File: config.mk
export PLATFORM = sky130hd
export DESIGN_NAME = cpla_ctrl
export DESIGN_NICKNAME = d
export VERILOG_FILES = /design/src/rtl/cpla_pkg.sv /design/src/rtl/cpla_ctrl.sv
export SDC_FILE = /design/constraint.sdc
export NUM_CORES = 1
export LEC_CHECK = 0
export BUFFER_PORTS_ARGS = -buffer_cell sky130_fd_sc_hd__buf_2
export CAP_MARGIN = 5
export CORE_MARGIN = 2
export CORE_UTILIZATION = 25
export CTS_BUF_LIST = sky130_fd_sc_hd__clkbuf_4 sky130_fd_sc_hd__clkbuf_8 sky130_fd_sc_hd__clkbuf_16
export CTS_CLUSTER_SIZE = 8
export DETAILED_ROUTE_END_ITERATION = 10
export GPL_TIMING_DRIVEN = 0
export SYNTH_ARGS = -nofsm -noshare
export SYNTH_HDL_FRONTEND = slang
export SYNTH_SLANG_ARGS = --single-unit
export TNS_END_PERCENT = 100
File: constraint.sdc
create_clock -name clk -period 2.74 [get_ports clk]
set_input_delay 0.548 -clock clk [delete_from_list [all_inputs] [get_ports clk]]
set_output_delay 0.548 -clock clk [all_outputs]
set_load 0.05 [all_outputs]
File: src/rtl/cpla_pkg.sv
`timescale 1ns / 1ps
package cpla_pkg;

	localparam int ARC_STEPS  = 8;
	localparam int IDX_W      = $clog2(ARC_STEPS + 1);
	localparam int ROOT_STEPS = 32;
	localparam int DIV_STEPS  = 32;
	localparam int CNT_W      = $clog2(ROOT_STEPS);

	localparam logic [63:0] PIHALF_Q30 = 64'd1686629713;
	localparam logic [63:0] ONE_Q30    = 64'd1073741824;
	localparam logic [63:0] HALF_Q30   = 64'd536870912;

	localparam logic [1:0] MK_LINEAR = 2'd0;
	localparam logic [1:0] MK_CCW    = 2'd1;
	localparam logic [1:0] MK_CW     = 2'd2;

	localparam logic [1:0] CFG_CUT_DEPTH = 2'd0;
	localparam logic [1:0] CFG_LEAD_IN   = 2'd1;
	localparam logic [1:0] CFG_LEAD_OUT  = 2'd2;

	typedef struct packed {
		logic signed [31:0] vertex_x;
		logic signed [31:0] vertex_y;
		logic               final_vertex;
	} vertex_t;

	typedef struct packed {
		logic signed [31:0] point_x;
		logic signed [31:0] point_y;
		logic signed [31:0] point_z;
		logic [1:0]         motion_kind;
		logic               run_end;
	} point_t;

	typedef enum logic [4:0] {
		OP_NONE,
		OP_LOAD,
		OP_INIT_VERTEX,
		OP_SET_PREV,
		OP_SETUP,
		OP_NORM,
		OP_SQX,
		OP_SQY,
		OP_ROOT_INIT,
		OP_ROOT_STEP,
		OP_DIVX_INIT,
		OP_DIVY_INIT,
		OP_DIV_STEP,
		OP_MUL_UY,
		OP_SET_CX,
		OP_SET_CY,
		OP_MUL_SIN,
		OP_MUL_COS,
		OP_EMIT_ARC,
		OP_EMIT_FIRST,
		OP_EMIT_CUR
	} op_t;

	typedef struct packed {
		op_t              op;
		logic             leaving;
		logic             last;
		logic [IDX_W-1:0] arc_idx;
	} cmd_t;

	typedef struct packed {
		logic fin;
		logic cur_eq_first;
		logic cur_eq_prev;
		logic rin_zero;
		logic rout_zero;
		logic norm_ok;
		logic out_free;
	} status_t;

	// One Taylor term step before its constant divisor.
	function automatic logic [63:0] taylor_next(input logic [63:0] term, input logic [63:0] x2);
		logic [63:0] res;
		res = (term * x2 + HALF_Q30) >> 30;
		return res;
	endfunction

	function automatic logic [30:0] clamp_q30(input logic signed [65:0] sum);
		logic [30:0] res;
		if (sum < 0)
			res = '0;
		else if (sum > $signed({2'b00, ONE_Q30}))
			res = ONE_Q30[30:0];
		else
			res = sum[30:0];
		return res;
	endfunction

	function automatic logic [30:0] sin_q30(input logic [63:0] t);
		logic [63:0] x2;
		logic [63:0] term;
		logic signed [65:0] sum;
		x2   = (t * t + HALF_Q30) >> 30;
		term = t;
		sum  = $signed({2'b00, term});
		term = taylor_next(term, x2) / 64'd6;   sum = sum - $signed({2'b00, term});
		term = taylor_next(term, x2) / 64'd20;  sum = sum + $signed({2'b00, term});
		term = taylor_next(term, x2) / 64'd42;  sum = sum - $signed({2'b00, term});
		term = taylor_next(term, x2) / 64'd72;  sum = sum + $signed({2'b00, term});
		term = taylor_next(term, x2) / 64'd110; sum = sum - $signed({2'b00, term});
		term = taylor_next(term, x2) / 64'd156; sum = sum + $signed({2'b00, term});
		term = taylor_next(term, x2) / 64'd210; sum = sum - $signed({2'b00, term});
		return clamp_q30(sum);
	endfunction

	function automatic logic [30:0] cos_q30(input logic [63:0] t);
		logic [63:0] x2;
		logic [63:0] term;
		logic signed [65:0] sum;
		x2   = (t * t + HALF_Q30) >> 30;
		term = ONE_Q30;
		sum  = $signed({2'b00, term});
		term = taylor_next(term, x2) / 64'd2;   sum = sum - $signed({2'b00, term});
		term = taylor_next(term, x2) / 64'd12;  sum = sum + $signed({2'b00, term});
		term = taylor_next(term, x2) / 64'd30;  sum = sum - $signed({2'b00, term});
		term = taylor_next(term, x2) / 64'd56;  sum = sum + $signed({2'b00, term});
		term = taylor_next(term, x2) / 64'd90;  sum = sum - $signed({2'b00, term});
		term = taylor_next(term, x2) / 64'd132; sum = sum + $signed({2'b00, term});
		term = taylor_next(term, x2) / 64'd182; sum = sum - $signed({2'b00, term});
		return clamp_q30(sum);
	endfunction

	function automatic logic [ARC_STEPS:0][30:0] sin_table();
		logic [ARC_STEPS:0][30:0] tab;
		for (int i = 0; i <= ARC_STEPS; i++)
			tab[i] = sin_q30((PIHALF_Q30 * 64'(i)) / 64'(ARC_STEPS));
		return tab;
	endfunction

	function automatic logic [ARC_STEPS:0][30:0] cos_table();
		logic [ARC_STEPS:0][30:0] tab;
		for (int i = 0; i <= ARC_STEPS; i++)
			tab[i] = cos_q30((PIHALF_Q30 * 64'(i)) / 64'(ARC_STEPS));
		return tab;
	endfunction

	localparam logic [ARC_STEPS:0][30:0] SIN_TAB = sin_table();
	localparam logic [ARC_STEPS:0][30:0] COS_TAB = cos_table();

endpackage

File: src/rtl/cpla_ctrl.sv
`timescale 1ns / 1ps
module cpla_ctrl (
	input  logic              clk,
	input  logic              arst_n,
	input  logic              in_valid,
	output logic              in_stall,
	input  cpla_pkg::status_t status,
	output cpla_pkg::cmd_t    cmd
);
	import cpla_pkg::*;

	typedef enum logic [22:0] {
		S_IDLE   = 23'h000001,
		S_DECIDE = 23'h000002,
		S_SOLO   = 23'h000004,
		S_SETUP  = 23'h000008,
		S_NORM   = 23'h000010,
		S_SQX    = 23'h000020,
		S_SQY    = 23'h000040,
		S_SQINIT = 23'h000080,
		S_ROOT   = 23'h000100,
		S_DIVX0  = 23'h000200,
		S_DIVX   = 23'h000400,
		S_DIVY0  = 23'h000800,
		S_DIVY   = 23'h001000,
		S_MULUY  = 23'h002000,
		S_SETCX  = 23'h004000,
		S_SETCY  = 23'h008000,
		S_MULS   = 23'h010000,
		S_MULC   = 23'h020000,
		S_ARC    = 23'h040000,
		S_FIRST  = 23'h080000,
		S_CUR    = 23'h100000,
		S_CLOSE  = 23'h200000,
		S_FINISH = 23'h400000
	} state_t;

	localparam logic [1:0] SEEN_NONE = 2'd0;
	localparam logic [1:0] SEEN_ONE  = 2'd1;
	localparam logic [1:0] SEEN_MANY = 2'd2;

	state_t           state_q, state_d;
	logic [1:0]       seen_q, seen_d;
	logic             leaving_q, leaving_d;
	logic             close_q, close_d;
	logic             arc_out_q, arc_out_d;
	logic [CNT_W-1:0] cnt_q, cnt_d;
	logic [IDX_W-1:0] idx_q, idx_d;

	always_ff @(posedge clk or negedge arst_n) begin
		if (!arst_n) begin
			state_q   <= S_IDLE;
			seen_q    <= SEEN_NONE;
			leaving_q <= 1'b0;
			close_q   <= 1'b0;
			arc_out_q <= 1'b0;
			cnt_q     <= '0;
			idx_q     <= '0;
		end else begin
			state_q   <= state_d;
			seen_q    <= seen_d;
			leaving_q <= leaving_d;
			close_q   <= close_d;
			arc_out_q <= arc_out_d;
			cnt_q     <= cnt_d;
			idx_q     <= idx_d;
		end
	end

	assign in_stall = (state_q != S_IDLE);

	always_comb begin
		state_d     = state_q;
		seen_d      = seen_q;
		leaving_d   = leaving_q;
		close_d     = close_q;
		arc_out_d   = arc_out_q;
		cnt_d       = cnt_q;
		idx_d       = idx_q;
		cmd.op      = OP_NONE;
		cmd.leaving = leaving_q;
		cmd.last    = 1'b0;
		cmd.arc_idx = idx_q;
		unique case (state_q)
			S_IDLE: begin
				if (in_valid) begin
					cmd.op  = OP_LOAD;
					state_d = S_DECIDE;
				end
			end
			S_DECIDE: begin
				if (seen_q == SEEN_NONE) begin
					cmd.op = OP_INIT_VERTEX;
					if (status.fin) begin
						state_d = S_SOLO;
					end else begin
						seen_d  = SEEN_ONE;
						state_d = S_IDLE;
					end
				end else begin
					close_d   = status.fin && !status.cur_eq_first;
					arc_out_d = status.fin && !status.rout_zero && !status.cur_eq_prev;
					if (seen_q == SEEN_ONE) begin
						if (!status.rin_zero && !status.cur_eq_first) begin
							leaving_d = 1'b0;
							state_d   = S_SETUP;
						end else begin
							state_d = S_FIRST;
						end
					end else begin
						state_d = S_CUR;
					end
				end
			end
			S_SOLO: begin
				if (status.out_free) begin
					cmd.op   = OP_EMIT_CUR;
					cmd.last = 1'b1;
					state_d  = S_IDLE;
				end
			end
			S_SETUP: begin
				cmd.op  = OP_SETUP;
				state_d = S_NORM;
			end
			S_NORM: begin
				if (status.norm_ok)
					state_d = S_SQX;
				else
					cmd.op = OP_NORM;
			end
			S_SQX: begin
				cmd.op  = OP_SQX;
				state_d = S_SQY;
			end
			S_SQY: begin
				cmd.op  = OP_SQY;
				state_d = S_SQINIT;
			end
			S_SQINIT: begin
				cmd.op  = OP_ROOT_INIT;
				cnt_d   = '0;
				state_d = S_ROOT;
			end
			S_ROOT: begin
				cmd.op = OP_ROOT_STEP;
				cnt_d  = cnt_q + 1'b1;
				if (cnt_q == CNT_W'(ROOT_STEPS - 1))
					state_d = S_DIVX0;
			end
			S_DIVX0: begin
				cmd.op  = OP_DIVX_INIT;
				cnt_d   = '0;
				state_d = S_DIVX;
			end
			S_DIVX: begin
				cmd.op = OP_DIV_STEP;
				cnt_d  = cnt_q + 1'b1;
				if (cnt_q == CNT_W'(DIV_STEPS - 1))
					state_d = S_DIVY0;
			end
			S_DIVY0: begin
				cmd.op  = OP_DIVY_INIT;
				cnt_d   = '0;
				state_d = S_DIVY;
			end
			S_DIVY: begin
				cmd.op = OP_DIV_STEP;
				cnt_d  = cnt_q + 1'b1;
				if (cnt_q == CNT_W'(DIV_STEPS - 1))
					state_d = S_MULUY;
			end
			S_MULUY: begin
				cmd.op  = OP_MUL_UY;
				state_d = S_SETCX;
			end
			S_SETCX: begin
				cmd.op  = OP_SET_CX;
				state_d = S_SETCY;
			end
			S_SETCY: begin
				cmd.op  = OP_SET_CY;
				idx_d   = '0;
				state_d = S_MULS;
			end
			S_MULS: begin
				cmd.op  = OP_MUL_SIN;
				state_d = S_MULC;
			end
			S_MULC: begin
				cmd.op  = OP_MUL_COS;
				state_d = S_ARC;
			end
			S_ARC: begin
				if (status.out_free) begin
					cmd.op   = OP_EMIT_ARC;
					cmd.last = leaving_q && (idx_q == IDX_W'(ARC_STEPS));
					if (idx_q == IDX_W'(ARC_STEPS)) begin
						state_d = leaving_q ? S_FINISH : S_FIRST;
					end else begin
						idx_d   = idx_q + 1'b1;
						state_d = S_MULS;
					end
				end
			end
			S_FIRST: begin
				if (status.out_free) begin
					cmd.op  = OP_EMIT_FIRST;
					state_d = S_CUR;
				end
			end
			S_CUR: begin
				if (status.out_free) begin
					cmd.op   = OP_EMIT_CUR;
					cmd.last = !close_q && !arc_out_q;
					if (close_q) begin
						state_d = S_CLOSE;
					end else if (arc_out_q) begin
						leaving_d = 1'b1;
						state_d   = S_SETUP;
					end else begin
						state_d = S_FINISH;
					end
				end
			end
			S_CLOSE: begin
				if (status.out_free) begin
					cmd.op   = OP_EMIT_FIRST;
					cmd.last = !arc_out_q;
					if (arc_out_q) begin
						leaving_d = 1'b1;
						state_d   = S_SETUP;
					end else begin
						state_d = S_FINISH;
					end
				end
			end
			S_FINISH: begin
				cmd.op  = OP_SET_PREV;
				seen_d  = status.fin ? SEEN_NONE : SEEN_MANY;
				state_d = S_IDLE;
			end
			default: begin
				state_d = S_IDLE;
			end
		endcase
	end

endmodule

== Yosys cells after proc, flatten, opt, wreduce, memory -nomap -nowiden ==
Cells that the tools add are included.

* Input bits: 10
* Logic and storage cells: 128
* Flip-flop bits (word level): 37

* Bitwise operators: 1
* Add/subtract/negate cells: 2
* Equality and inequality tests: 44
* Muxes and demuxes: 47
* Reduce and logical (&&, ||, !) cells: 27

{| class="wikitable"
|+ Operators by type and width
! kind !! number
|-
| $pmux W23 S22 || 1
|-
| $mux W23 || 16
|-
| $pmux W5 S20 || 1
|-
| $ne A2 B2 Y1 const B || 17
|-
| $eq A23 B1 Y1 const B || 1
|-
| $eq A23 B10 Y1 const B || 1
|-
| $eq A23 B11 Y1 const B || 1
|-
| $eq A23 B12 Y1 const B || 1
|-
| $eq A23 B13 Y1 const B || 1
|-
| $eq A23 B14 Y1 const B || 1
|-
| $eq A23 B15 Y1 const B || 1
|-
| $eq A23 B16 Y1 const B || 1
|-
| $eq A23 B17 Y1 const B || 1
|-
| $eq A23 B18 Y1 const B || 1
|-
| $eq A23 B19 Y1 const B || 1
|-
| $eq A23 B2 Y1 const B || 1
|-
| $eq A23 B20 Y1 const B || 1
|-
| $eq A23 B21 Y1 const B || 1
|-
| $eq A23 B22 Y1 const B || 1
|-
| $eq A23 B23 Y1 const B || 1
|-
| $eq A23 B3 Y1 const B || 1
|-
| $eq A23 B4 Y1 const B || 1
|-
| $eq A23 B5 Y1 const B || 1
|-
| $eq A23 B6 Y1 const B || 1
|-
| 32 further kinds || 66
|}

== Logic depth before layout (Yosys ltp) ==
* Depth in word-level cells: 6
* Gate-level depth with buffers: 8
* Depth with buffers taken out: 6

== Worst setup path before layout ==
No wires, ideal clock.

* Path type: register -> output
* Start: register state_q[9]
* End: output cmd[4] (netlist name)
* Data required time: 2.192 ns
* Stages on the path, launching flop included: 8
* Path buffers: 1
* Path slack: -0.658 ns
* Arrival time: 2.850 ns
* Cell sequence: dfrtp_1 buf_6 or4_4 nor3_4 nand3_1 nor2_1 a32oi_1 a21boi_0

{| class="wikitable"
|+ RTL lines
! element !! RTL line !! text
|-
| start, declared || cpla_ctrl.sv:42 || <nowiki>state_t state_q, state_d;</nowiki>
|-
| start signal, assigned || cpla_ctrl.sv:60 || <nowiki>state_q <= state_d;</nowiki>
|-
| end, declared || cpla_ctrl.sv:8 || <nowiki>output cpla_pkg::cmd_t cmd</nowiki>
|}

==> impl_results.md <==
- Mux contribution to synthesized area: 0.0167
- Ant. Diodes: 0
- HP Class: primary input to asynchronous set/reset pin
- TritonCTS clock tree: yes
- Leak: 1.48 nW
- Post-route DRC: 0
- Via/cell ratio: ~5.1
- Crit path kind: flip-flop to output port
- Yosys top cell area share: 0.353
- Synth cell count leaders: dfrtp_1 (36), nor2_1 (24), o21ai_0 (16), inv_1 (15), nor3_1 (15)
- Synth area leader: dfrtp_1
- Final worst-path cycle share: 1.13
- Final min period: about 3100 ps
- Yosys warning count: 0
- FF+latch count, synth: 37
- Share of cells above drive strength 1: 0.349
- Initial antenna violation count: 0
- Ranking of synthesized cells by area: dfrtp_1 (35%), nor2_1 (3.5%), nor4_4 (3.3%)
- Status: complete, but fails checks
- Async set-reset flop share out of synthesis: 1.00
- Compound-cell area share of the yosys netlist: 0.150
- Post-synthesis cell type count: 66
- Starting DRT DRC Count: around 160
- Die Ht: 105 um
- Synth Area in Adders: 0.0196
- DPL Wire Length: 4920 um
- Skew-Pair Late Insertion Delay: around 290 ps
- Simple logic cell fraction of the synthesized area: 0.359
- Final #Nets: 341
- Worst Path Required: approximately 2200 ps
- # IOs: 22
- Port bufs: 21
- Number of global-route vias before repair: ~2300
- FF-to-FF setup slack: approximately 150 ps
- Chip width: around 110 um
- Post-Place Cells: approximately 430
- Core ar.: 9860 um2
- Largest net degree at the start of global routing: 38
- Fin cells: 460
- WP data arrival: 2550 ps
- Hold buffers post-CTS: 0
- Max-slew violations: 0
- Vias: 2348
- CTS root buf: clkbuf_8
- Clock transition at path regs: 70 ps
- Area Overhead vs Synth: 29.0%
- RSZ-0062 raised after global routing: true
- PwrDens: between 600 and 700 nW/um2
- Final Power: 2.08 mW
- CP Capture Type: output port
- WL per Instance: 14.9 um
- Maxcap violations: 0
- Failing checks: setup timing
- Max FO, Critical Path: 5
- Sequential area share after synthesis: 0.363
- Main flop type after synthesis: dfrtp_1
- Most frequent cell after synthesis: dfrtp_1
- Final ANT Viol Nets: 0
- First-pass GRT wire length: 11700 um
- Detailed Routing Iterations Pass 1: 4
- Largest family of logic cells by synthesized area: simple AND/OR/NAND/NOR gates
- Area of the die: 11000 um2
- Final hold vios: 0
- Peak VDD IR: just under 0.0003 V
- Clock skew: 3.88 ps
- Site Rows: 36
- Fin util: 0.334
- Total grt overflow: 0
- Post-Syn Area per Cell: roughly 9.2 um2
- GR Util All Layers: 0.130
- Least-Margin Pin Slew: 866 ps
- Synth Area in XOR/XNOR: 0.0275
- Final wirelength: 6870 um
- Sink Count: 37
- Syn Nets: 291
- Final setup fails: 6
- Clock buffer depth: 2
- Setup ws final: -356 ps
- Cell Area, Synth: 2550 um2
- Crit path launch type: flip-flop
- Final RePlAce weighted congestion: approximately 0.86
- H-tree depth: 2
- Hold_ws: 369 ps
- CTS Buf Count: 5
- Slew Limit Headroom: 0.423
- Initial Utilization: 0.259
- Post-Syn Instances: 277
- Peak Freq: around 0.32 GHz
- EDFF count, synth: 0
-- power breakdown --
group,switching [mW],total (mW),leakage (nW),internal (mW)
clock,0.193,0.402,0.0477,0.210
sequential,0.0709,0.676,0.502,0.605
combinational,0.608,0.997,0.931,0.389
-- final cells by class --
type                            count  area [um2]
Tap cell                          133         166
Buffer                             15         108
Inverter                           15        56.3
Timing Repair Buffer               44         319
Fill cell                        1016        6570
Multi-Input combinational cell    209        1630
Clock buffer                        7        90.1
Sequential cell                    37         928
-- sequential cells by signal (all words and copies together) (netlist names) --
register   cells
seen_q         2
leaving_q      1
state_q       23
close_q        1
cnt_q          5
idx_q          4
arc_out_q      1
-- routing by layer --
metal / vias up / routed length, um / track usage
met3: 9 / 321 / 0.0281
met5: - / 0 / 0
met4: 0 / 82 / 0.0371
li1: 1131 / - / -
met2: 51 / 3170 / 0.206
met1: 1157 / 3290 / 0.177
-- cells by family (layout without fill, tap and decap cells) --
kind of cell	count (synthesis)	count (layout)
AO/OA/AOI/OAI	54	54
flip-flops	37	37
adder cells (fa/ha/maj)	4	4
buffers and inverters	31	81
multiplexers	4	4
AND/OR/NAND/NOR	139	139
XOR/XNOR	8	8
-- placed cells by master, fill, tap and decap left out, drive strengths merged, types with 6 or more instances in the layout --
master and n:
or3 8, o21ai 16, nand2 12, a21oi 7, dfrtp 36, nor4 13
clkbuf 9, nand4 11, inv 15, buf 57, xnor2 6, nor2 24
nand3 13, nand2b 9, nor3 17
-- path summary, 6_finish.rpt --
check / startpoint / to / depth (start not counted)
max reg2reg: state_q[16] / state_q[20] / 11
max in group asynchronous: arst_n / state_q[12] / 1
max: state_q[9] / cmd[6] / 8
min in group clk: status[5] / close_q / 2
min reg2reg: state_q[0] / state_q[0] / 2
min: arst_n / idx_q[2] / 1
-- worst max-delay path, stage by stage (launching register included) --
cell,delay [ps]
dfrtp_1,380
buf_6,130
or4_4,560
nor3_4,220
nand2_2,70
or3_4,350
o311ai_2,220
or4b_4,190
buf_8,140
-- per-stage QoR --
step | TNS, ps | setup WS, ps | cell area, um2
after global placement | -1560 | -389 | 2840
after global routing | -2090 | -454 | 3290
after CTS | -1560 | -381 | 3220
final | -1360 | -356 | 3290
after floorplan | -289 | -275 | 2560
after detailed placement | -1510 | -385 | 2840
-- what timing repair did --
action / in CTS / in global routing
gates resized for setup: 45 / 8
gates cloned: 0 / 0
pin swaps: 18 / 10
buffers inserted: 16 / 8
setup endpoints to repair: 7 / 6
No activity file was read; power rests on OpenSTA's default activity.
